==> config.mk <==
export PLATFORM = sky130hd
export DESIGN_NAME = dual_envelope_generator
export DESIGN_NICKNAME = d
export VERILOG_FILES = /design/src/hw/rtl/deg_pkg.sv /design/src/hw/rtl/dual_envelope_generator.sv /design/src/hw/rtl/deg_gen.sv
export VERILOG_INCLUDE_DIRS = /design/src /design/src/hw/rtl
export SDC_FILE = /design/constraint.sdc
export NUM_CORES = 1
export LEC_CHECK = 0
export BUFFER_PORTS_ARGS = -buffer_cell sky130_fd_sc_hd__buf_2
export CORE_MARGIN = 2
export CORE_UTILIZATION = 55
export DETAILED_ROUTE_END_ITERATION = 7
export GPL_TIMING_DRIVEN = 0
export PLACE_DENSITY = 0.75
export SLEW_MARGIN = 0
export SYNTH_ARGS = -nofsm -noshare
export SYNTH_HDL_FRONTEND = slang
export SYNTH_HIERARCHICAL = 1
export SYNTH_SLANG_ARGS = --single-unit
==> constraint.sdc <==
create_clock -name i_clk -period 2.5 [get_ports i_clk]
set_input_delay 0.5 -clock i_clk [delete_from_list [all_inputs] [get_ports i_clk]]
set_output_delay 0.5 -clock i_clk [all_outputs]
set_load 0.005 [all_outputs]
==> src/hw/rtl/dual_envelope_generator_defines.svh <==
// ============================================================================
// Dual envelope generator assertion macros
// Shared checking macros for the envelope generator modules.
// ============================================================================
`ifndef DUAL_ENVELOPE_GENERATOR_DEFINES_SVH
`define DUAL_ENVELOPE_GENERATOR_DEFINES_SVH

`ifndef SYNTH
// Condition that must hold at every clock edge out of reset.
`define DEG_ASSERT_ALWAYS(label, clk, rst_n, expr) \
    label: assert property (@(posedge clk) disable iff (!rst_n) (expr)) \
        else $error("DEG check failed");
// Consequence that must hold in the same cycle as its cause.
`define DEG_ASSERT_IMP(label, clk, rst_n, ante, cons) \
    label: assert property (@(posedge clk) disable iff (!rst_n) (ante) |-> (cons)) \
        else $error("DEG check failed");
// Consequence that must hold in the cycle after its cause.
`define DEG_ASSERT_NEXT(label, clk, rst_n, ante, cons) \
    label: assert property (@(posedge clk) disable iff (!rst_n) (ante) |=> (cons)) \
        else $error("DEG check failed");
`else
`define DEG_ASSERT_ALWAYS(label, clk, rst_n, expr)
`define DEG_ASSERT_IMP(label, clk, rst_n, ante, cons)
`define DEG_ASSERT_NEXT(label, clk, rst_n, ante, cons)
`endif

`endif

==> src/hw/rtl/deg_pkg.sv <==
// ============================================================================
// Dual envelope generator package
// Command codes, register selects, control structs and the waveform table.
// ============================================================================
package deg_pkg;

    // Bus command codes.
    typedef enum logic [1:0] {
        CMD_ADDR = 2'd0,
        CMD_DATA = 2'd1,
        CMD_TICK = 2'd2,
        CMD_NONE = 2'd3
    } t_cmd;

    // Register selects.
    localparam logic [4:0] REG_ENV0 = 5'h18;
    localparam logic [4:0] REG_ENV1 = 5'h19;
    localparam logic [4:0] REG_CHEN = 5'h1C;

    // Level that marks a generator as off.
    localparam logic [4:0] LEVEL_OFF = 5'h10;

    // Step positions of the looping part of the envelope.
    localparam logic [5:0] STEP_LAST = 6'h3F;
    localparam logic [5:0] STEP_LOOP = 6'h20;

    // Control word from the top level to one generator.
    typedef struct packed {
        logic       load;
        logic       tick;
        logic [7:0] data;
    } t_gen_ctl;

    // Status from one generator back to the top level.
    typedef struct packed {
        logic ext_clock;
    } t_gen_stat;

    // Waveform value at a given step for each of the eight shapes.
    function automatic logic [3:0] wave_value(input logic [2:0] mode, input logic [5:0] pos);
        logic [3:0] low;
        logic [3:0] w;
        low = pos[3:0];
        w   = 4'h0;
        unique case (mode)
            3'd0: w = 4'h0;
            3'd1: w = 4'hF;
            3'd2: w = (pos[5:4] == 2'b00) ? ~low : 4'h0;
            3'd3: w = ~low;
            3'd4: begin
                if (pos[5]) begin
                    w = 4'h0;
                end else if (pos[4]) begin
                    w = ~low;
                end else begin
                    w = low;
                end
            end
            3'd5: w = pos[4] ? ~low : low;
            3'd6: w = (pos[5:4] == 2'b00) ? low : 4'h0;
            3'd7: w = low;
            default: w = 4'h0;
        endcase
        return w;
    endfunction

endpackage

==> src/hw/rtl/dual_envelope_generator.sv <==
// An accepted word is held in the input register, then decoded into the level registers.
// Throughput: one word per cycle while the sink takes results; the input register and
// the level registers form a two-stage pipe.
// Reset: synchronous, active low; all settings, positions and levels clear to zero,
// and the block is ready for words as soon as reset is released.
// ============================================================================
// Dual envelope generator
// Decodes bus writes and sample ticks and drives two envelope generators.
// ============================================================================
`include "dual_envelope_generator_defines.svh"

module dual_envelope_generator (
    input  logic       i_clk,
    input  logic       i_rst_n,
    input  logic       i_in_valid,
    output logic       o_in_ready,
    input  logic [1:0] i_cmd,
    input  logic [7:0] i_bus_value,
    output logic       o_out_valid,
    input  logic       i_out_ready,
    output logic [4:0] o_gen0_left,
    output logic [4:0] o_gen0_right,
    output logic [4:0] o_gen1_left,
    output logic [4:0] o_gen1_right
);
    import deg_pkg::*;

    logic       r_in_valid;
    t_cmd       r_cmd;
    logic [7:0] r_bus_value;
    logic [4:0] r_sel;
    logic       r_chen;
    logic       r_out_valid;

    logic       w_advance;
    logic       w_addr_env;
    logic       w_sel_env;
    t_gen_ctl   w_ctl0;
    t_gen_ctl   w_ctl1;
    t_gen_stat  w_stat0;
    t_gen_stat  w_stat1;

    // The input word moves on whenever the result register is free or drained.
    assign w_advance  = r_in_valid && (!r_out_valid || i_out_ready);
    assign o_in_ready = !r_in_valid || w_advance;

    // Input register.
    always_ff @(posedge i_clk) begin
        if (!i_rst_n) begin
            r_in_valid <= 1'b0;
        end else if (o_in_ready) begin
            r_in_valid <= i_in_valid;
        end
    end

    always_ff @(posedge i_clk) begin
        if (o_in_ready && i_in_valid) begin
            r_cmd       <= t_cmd'(i_cmd);
            r_bus_value <= i_bus_value;
        end
    end

    // Command decode for both generators.
    always_comb begin
        w_addr_env = (r_bus_value[4:0] == REG_ENV0) || (r_bus_value[4:0] == REG_ENV1);
        w_sel_env  = (r_sel == REG_ENV0) || (r_sel == REG_ENV1);
        w_ctl0     = '0;
        w_ctl1     = '0;
        w_ctl0.data = r_bus_value;
        w_ctl1.data = r_bus_value;
        if (w_advance) begin
            unique case (r_cmd)
                CMD_ADDR: begin
                    w_ctl0.tick = w_addr_env && w_stat0.ext_clock;
                    w_ctl1.tick = w_addr_env && w_stat1.ext_clock;
                end
                CMD_DATA: begin
                    w_ctl0.load = w_sel_env && !r_sel[0];
                    w_ctl1.load = w_sel_env && r_sel[0];
                end
                CMD_TICK: begin
                    w_ctl0.tick = r_chen && !w_stat0.ext_clock;
                    w_ctl1.tick = r_chen && !w_stat1.ext_clock;
                end
                CMD_NONE: begin
                    w_ctl0.tick = 1'b0;
                end
                default: begin
                    w_ctl0.tick = 1'b0;
                end
            endcase
        end
    end

    // Register select and channel enable.
    always_ff @(posedge i_clk) begin
        if (!i_rst_n) begin
            r_sel  <= 5'd0;
            r_chen <= 1'b0;
        end else if (w_advance) begin
            if (r_cmd == CMD_ADDR) begin
                r_sel <= r_bus_value[4:0];
            end else if (r_cmd == CMD_DATA && r_sel == REG_CHEN) begin
                r_chen <= r_bus_value[0];
            end
        end
    end

    // Result valid; the generator levels themselves form the result register.
    always_ff @(posedge i_clk) begin
        if (!i_rst_n) begin
            r_out_valid <= 1'b0;
        end else if (w_advance) begin
            r_out_valid <= 1'b1;
        end else if (i_out_ready) begin
            r_out_valid <= 1'b0;
        end
    end

    assign o_out_valid = r_out_valid;

    deg_gen u_gen0 (
        .i_clk   (i_clk),
        .i_rst_n (i_rst_n),
        .i_ctl   (w_ctl0),
        .o_stat  (w_stat0),
        .o_left  (o_gen0_left),
        .o_right (o_gen0_right)
    );

    deg_gen u_gen1 (
        .i_clk   (i_clk),
        .i_rst_n (i_rst_n),
        .i_ctl   (w_ctl1),
        .o_stat  (w_stat1),
        .o_left  (o_gen1_left),
        .o_right (o_gen1_right)
    );

    // A held input word blocks new words until it moves on.
    `DEG_ASSERT_IMP(a_hold_blocks, i_clk, i_rst_n, r_in_valid && !w_advance, !o_in_ready)
    // Every word that moves on produces a result word.
    `DEG_ASSERT_NEXT(a_advance_result, i_clk, i_rst_n, w_advance, o_out_valid)
    // A tick with channels disabled moves no generator.
    `DEG_ASSERT_IMP(a_tick_gated, i_clk, i_rst_n, r_in_valid && r_cmd == CMD_TICK && !r_chen, !w_ctl0.tick && !w_ctl1.tick)
    // A data write loads at most one generator.
    `DEG_ASSERT_ALWAYS(a_one_load, i_clk, i_rst_n, !(w_ctl0.load && w_ctl1.load))

endmodule

==> src/hw/rtl/deg_gen.sv <==
// ============================================================================
// Envelope generator channel
// Holds the settings, step position and output levels of one generator.
// ============================================================================
`include "dual_envelope_generator_defines.svh"

module deg_gen (
    input  logic              i_clk,
    input  logic              i_rst_n,
    input  deg_pkg::t_gen_ctl i_ctl,
    output deg_pkg::t_gen_stat o_stat,
    output logic [4:0]        o_left,
    output logic [4:0]        o_right
);
    import deg_pkg::*;

    logic       r_enable;
    logic [2:0] r_mode;
    logic       r_reverse;
    logic       r_low_res;
    logic       r_ext;
    logic [5:0] r_step;
    logic [4:0] r_left;
    logic [4:0] r_right;

    logic [5:0] n_step;
    logic [3:0] w_mask;
    logic [3:0] w_wave;

    // Next position loops over the upper half once it runs past the end.
    always_comb begin
        n_step = (r_step == STEP_LAST) ? STEP_LOOP : (r_step + 6'd1);
        w_mask = r_low_res ? 4'hE : 4'hF;
        w_wave = wave_value(r_mode, n_step);
    end

    // Settings load on a data write; the levels change only on a tick.
    always_ff @(posedge i_clk) begin
        if (!i_rst_n) begin
            r_enable  <= 1'b0;
            r_mode    <= 3'd0;
            r_reverse <= 1'b0;
            r_low_res <= 1'b0;
            r_ext     <= 1'b0;
            r_step    <= 6'd0;
            r_left    <= 5'd0;
            r_right   <= 5'd0;
        end else if (i_ctl.load) begin
            r_reverse <= i_ctl.data[0];
            r_mode    <= i_ctl.data[3:1];
            r_low_res <= i_ctl.data[4];
            r_ext     <= i_ctl.data[5];
            r_enable  <= i_ctl.data[7];
            r_step    <= 6'd0;
        end else if (i_ctl.tick) begin
            if (r_enable) begin
                r_step <= n_step;
                r_left <= {1'b0, w_wave & w_mask};
                if (r_reverse) begin
                    r_right <= {1'b0, ~w_wave & w_mask};
                end else begin
                    r_right <= {1'b0, w_wave & w_mask};
                end
            end else begin
                r_left  <= LEVEL_OFF;
                r_right <= LEVEL_OFF;
            end
        end
    end

    assign o_stat.ext_clock = r_ext;
    assign o_left           = r_left;
    assign o_right          = r_right;

    // An enabled generator that ticks never sits at step zero afterwards.
    `DEG_ASSERT_NEXT(a_tick_leaves_zero, i_clk, i_rst_n, i_ctl.tick && !i_ctl.load && r_enable, r_step != 6'd0)
    // Load and tick never arrive together.
    `DEG_ASSERT_ALWAYS(a_load_tick_excl, i_clk, i_rst_n, !(i_ctl.load && i_ctl.tick))
    // Levels stay in range: a set top bit means the generator is off.
    `DEG_ASSERT_IMP(a_level_range, i_clk, i_rst_n, r_left[4], r_left == LEVEL_OFF && r_right == LEVEL_OFF)

endmodule

# Word level (Yosys, flattened, before mapping)
# Index checks and enable logic that the tools add are counted.
# W data, S select, Z words.
totals:
  register_bits: 64
  in_bits: 14
  elab_cells: 119
classes:
  addsub: 2
  n_eq_ne: 23
  mux: 28
  bitwise: 12
  reduce_logical: 32
ops:
  columns: ["op", "n"]
  rows:
  - ["$pmux W4 S8", 2]
  - ["$mux W4", 10]
  - ["$eq A5 B5 Y1 const B", 5]
  - ["$eq A3 B3 Y1 const B", 8]
  - ["$mux W5", 4]
  - ["$and A4 B4 Y4", 4]
  - ["$not A4 Y4", 4]
  - ["$add A6 B1 Y6 const B", 2]
  - ["$eq A3 B2 Y1 const B", 4]
  - ["$eq A6 B6 Y1 const B", 2]
  - ["$mux W6", 2]
  - ["$reduce_and A2 Y1", 5]
  - ["$logic_and A1 B1 Y1", 9]
  - ["$eq A3 B1 Y1 const B", 2]
  - ["$logic_not A2 Y1", 3]
  - ["$logic_not A3 Y1", 2]
  - ["$mux W1", 6]
  - ["$logic_not A1 Y1", 5]
  - ["$logic_or A1 B1 Y1", 4]
  - ["$mux W2", 2]
  - ["$not A1 Y1", 4]
  - ["$pmux W1 S2", 2]
  - ["$reduce_or A2 Y1", 2]
  - ["$reduce_and A3 Y1", 1]
  - ["other kinds (3)", 3]

# Depth between registers and ports, before layout
depth:
  depth_word: 10
  ltp_mapped: 10
  mapped_depth_nobuf: 8

# Hierarchy
# Netlist, hierarchy kept.
modules_own_cells:
  columns: ["mod", "n_inst", "cells_each", "area_per_inst_um2"]
  rows:
  - ["deg_gen", 2, 167, 1446.4]
  - ["dual_envelope_generator", 1, 65, 824.5]

# Worst setup path after synthesis
# Ideal clock, no wire load.
synth_path:
  kind: "input to register"
  start: "input i_out_ready"
  end: "register u_gen0.r_right[0] (netlist: u_gen0/o_right[0])"
  setup_ns: 0.119
  t_arrival_ns: 2.032
  required_ns: 2.381
  path_slack_ns: 0.349
  path_stages: 9
  path_cell_list: "nor2b_4 > buf_6 > nor4_2 > nor2b_1 > buf_2 > nand2b_1 > clkbuf_1 > nor3b_1 > o221a_2"
synth_lines:
  columns: ["item", "line", "rtl"]
  rows:
  - ["start: declaration", "dual_envelope_generator.sv:20", "input logic i_out_ready,"]
  - ["end signal: assignment", "deg_gen.sv:60", "r_right <= {1'b0, ~w_wave & w_mask};"]
  - ["end signal: assignment", "deg_gen.sv:62", "r_right <= {1'b0, w_wave & w_mask};"]
  - ["end: declaration", "deg_gen.sv:24", "logic [4:0] r_right;"]

==> flow_metrics.py <==
metrics = {
    "outcome": {
        "outcome": "finished, final reports clean",
    },
    "worst_hold_path": {
        "hold_path_class": "input pin to register",
        "min_from": "i_bus_value[2]",
        "hold_depth": 1,
        "min_to": "r_bus_value[2]",
    },
    "power_and_ir_drop": {
        "netSwitchingPower_uw": 449,
        "internal_power_mw": 1.72,
        "p_clk_share_pct": 49.9,
        "p_per_area_mw_per_mm2": 516,
        "total_power_mw": 2.17,
        "p_comb_share_pct": 3.0,
        "p_leak_nw": 1.65,
        "peakVddDrop_mv": 0.443,
        "p_sw_share_pct": 20.7,
        "power_frac_seq_pct": 47.1,
    },
    "finish": {
        "drive_gt1_share_pct": 26.1,
        "final_area_mm2": 0.00421,
        "final.fill_count": 535,
        "diodes": 0,
        "syn_to_final_growth_pct": 14.2,
        "post-route-util_pct": 65.6,
        "nNetsFinal": 459,
    },
    "sta": {
        "hold_slack_ps": 332,
        "period_minus_slack_ps": 2330,
        "clock_skew_ps": 10.3,
        "hold_viol": 0,
        "period_share_pct": 93.3,
        "relSlewSlack_pct": 68.9,
        "setup_ws_ps": 167,
        "worst_pin_slew_ps": 467,
        "setup_viol": 0,
        "maxSlewViolCount": 0,
        "fmax_mhz": 429,
        "rsz0062_at_grt": "yes",
    },
    "drt": {
        "drc": 0,
        "wirelength_um": 7960,
        "routedWlPerCell_um": 15.2,
        "drt_pass1_iterations": 5,
        "vias": 3034,
        "dr.first_iter.drc_count": 162,
        "vias_per_cell": 5.78,
        "ant_nets": 0,
    },
    "worst_setup_path": {
        "path_class": "register to register",
        "ff2ff_setup_slack_ps": 170,
        "slowest_delay_ps": 460,
        "ff2ff_path_depth": 8,
        "path_cells": "nand4b_4, nor4_2, and2_1, buf_2, nand2b_1, clkbuf_1, nor3b_1, o221a_2",
        "crit_path_start_kind": "register",
        "arrival_ps": 2560,
        "cp_max_fo": 10,
        "crit_slowest_cell": "edfxtp_1",
        "r2r-end": "u_gen1/o_right[0]",
        "worst-path-buf-inv": 2,
        "required_ps": 2730,
        "worst_setup_path_end_kind": "register",
        "rr_startpoint": "r_cmd[1]",
        "crit_family": "simple AND/OR/NAND/NOR gates",
    },
    "clock_tree": {
        "cts_tree": "done",
        "htree_levels": 3,
        "cts_hold_buf": 0,
        "cts_num_sinks": 61,
        "clkLatencyLatePin_ps": 340,
        "clk_path_buf_depth": 2,
        "cts_resized": 0,
        "path_clk_slew_ps": 70,
        "numCtsBuffers": 9,
        "postCtsSetupRepairBufs": 0,
        "cts_root_buf": "clkbuf_8",
    },
    "logic_synthesis": {
        "avgSynthCellArea_um2": 9.26,
        "yosys_warnings": 6,
        "synth_cells": 398,
        "syn_area_mm2": 0.00369,
        "syn-num-nets": 414,
    },
    "floorplanning": {
        "die_area_mm2": 0.00738,
        "io-pin-count": 36,
        "initial_core_util_pct": 57.4,
        "die_x_um": 85.9,
        "row_count": 29,
        "core-area_mm2": 0.00642,
        "die_h_um": 85.9,
    },
    "place": {
        "pre_cts_ws_ps": -58.7,
        "hpwl_um": 5630,
        "io_buffers": 34,
        "dpl_cell_area_mm2": 0.00395,
        "place_congestion": 0.878,
    },
    "global_route": {
        "grt_pass1_vias": 2859,
        "grt_remaining_overflow": 0,
        "grt_max_degree": 12,
        "antenna_found_initial": 0,
        "grt_pass1_wl_um": 13500,
        "grt_util_all_layers_pct": 22.8,
    },
    "flow_run": {
        "maxCapViolCount": 0,
    },
}
==> registers in the layout (all words and copies together) (netlist names), 2 cells and up <==
register / count
u_gen0/o_left: 5
u_gen0/o_right: 4
u_gen1/r_step: 6
r_sel: 5
u_gen1/o_left: 5
r_cmd: 2
u_gen1/o_right: 4
u_gen0/r_mode: 3
u_gen1/r_mode: 3
r_bus_value: 7
u_gen0/r_step: 6
==> worst max path at each step <==
| stage | endpoint | start | depth (start not counted) | slack, ps |
|---|---|---|---|---|
| 2_1_floorplan | u_gen0/o_right[0] | i_out_ready | 9 | 350 |
| 5_1_grt | u_gen1/o_left[0] | r_bus_value[2] | 8 | -50 |
| 6_report | u_gen1/o_right[0] | r_cmd[1] | 8 | 170 |
| 3_3_place_gp | u_gen0/o_right[0] | i_out_ready | 10 | -50 |
| 3_5_place_dp | u_gen0/o_right[0] | i_out_ready | 10 | -60 |
| 4_1_cts | u_gen0/o_right[0] | o_out_valid | 9 | 150 |
==> per-layer routing <==
| metal | up-vias | share of wire (%) | GRT usage [%] |
|---|---|---|---|
| li1 | 1517 | - | - |
| met1 | 1445 | 48 | 31.0 |
| met2 | 61 | 47 | 35.8 |
| met3 | 11 | 3.3 | 4.81 |
| met4 | 0 | 1.3 | 8.08 |
| met5 | - | 0 | 0 |
==> cells in the final DEF (no fill, tap or decap), types with 10 or more instances in the layout <==
master    instances
nor2b_1          21
a21oi_1          23
dfxtp_1          52
nand2_1          44
mux2i_1          21
clkbuf_8         10
buf_2            42
nor2_1           17
nand3_1          10
and2_1           10
nand4_1          13
nand2b_1         11
==> metrics by stage <==
step                      TNS [ps]  instances
after floorplan                  0        398
after global routing         -49.7        525
after CTS                        0        525
after global placement       -94.5        509
after detailed placement     -97.3        509
final                            0        525
==> worst reg2reg max path: stages (launching register included) <==
cell	delay, ps
edfxtp_1	460
nand4b_4	230
nor4_2	200
and2_1	160
buf_2	250
nand2b_1	160
clkbuf_1	340
nor3b_1	130
o221a_2	300
==> power groups by stage <==
stage / Combinational, mW / Sequential, mW / Clock (mW)
after global routing: 0.0724 / 1.02 / 1.14
after global placement: 0.0620 / 1.04 / 0
after detailed placement: 0.0629 / 1.04 / 0
after CTS: 0.0640 / 1.02 / 1.10
final: 0.0645 / 1.02 / 1.08
after floorplan: 0.0417 / 1.04 / 0
==> area by class of cell <==
type | count | area [um2] | share of cell area [%]
Multi-Input combinational cell | 292 | 2110 | 50.1
Sequential cell | 61 | 1310 | 31.1
Tap cell | 77 | 96.3 | 2.29
Inverter | 12 | 45.0 | 1.07
Timing Repair Buffer | 34 | 170 | 4.04
Buffer | 33 | 229 | 5.44
Clock inverter | 6 | 110 | 2.61
Clock buffer | 10 | 138 | 3.27
Power figures use the tool's default switching activity.
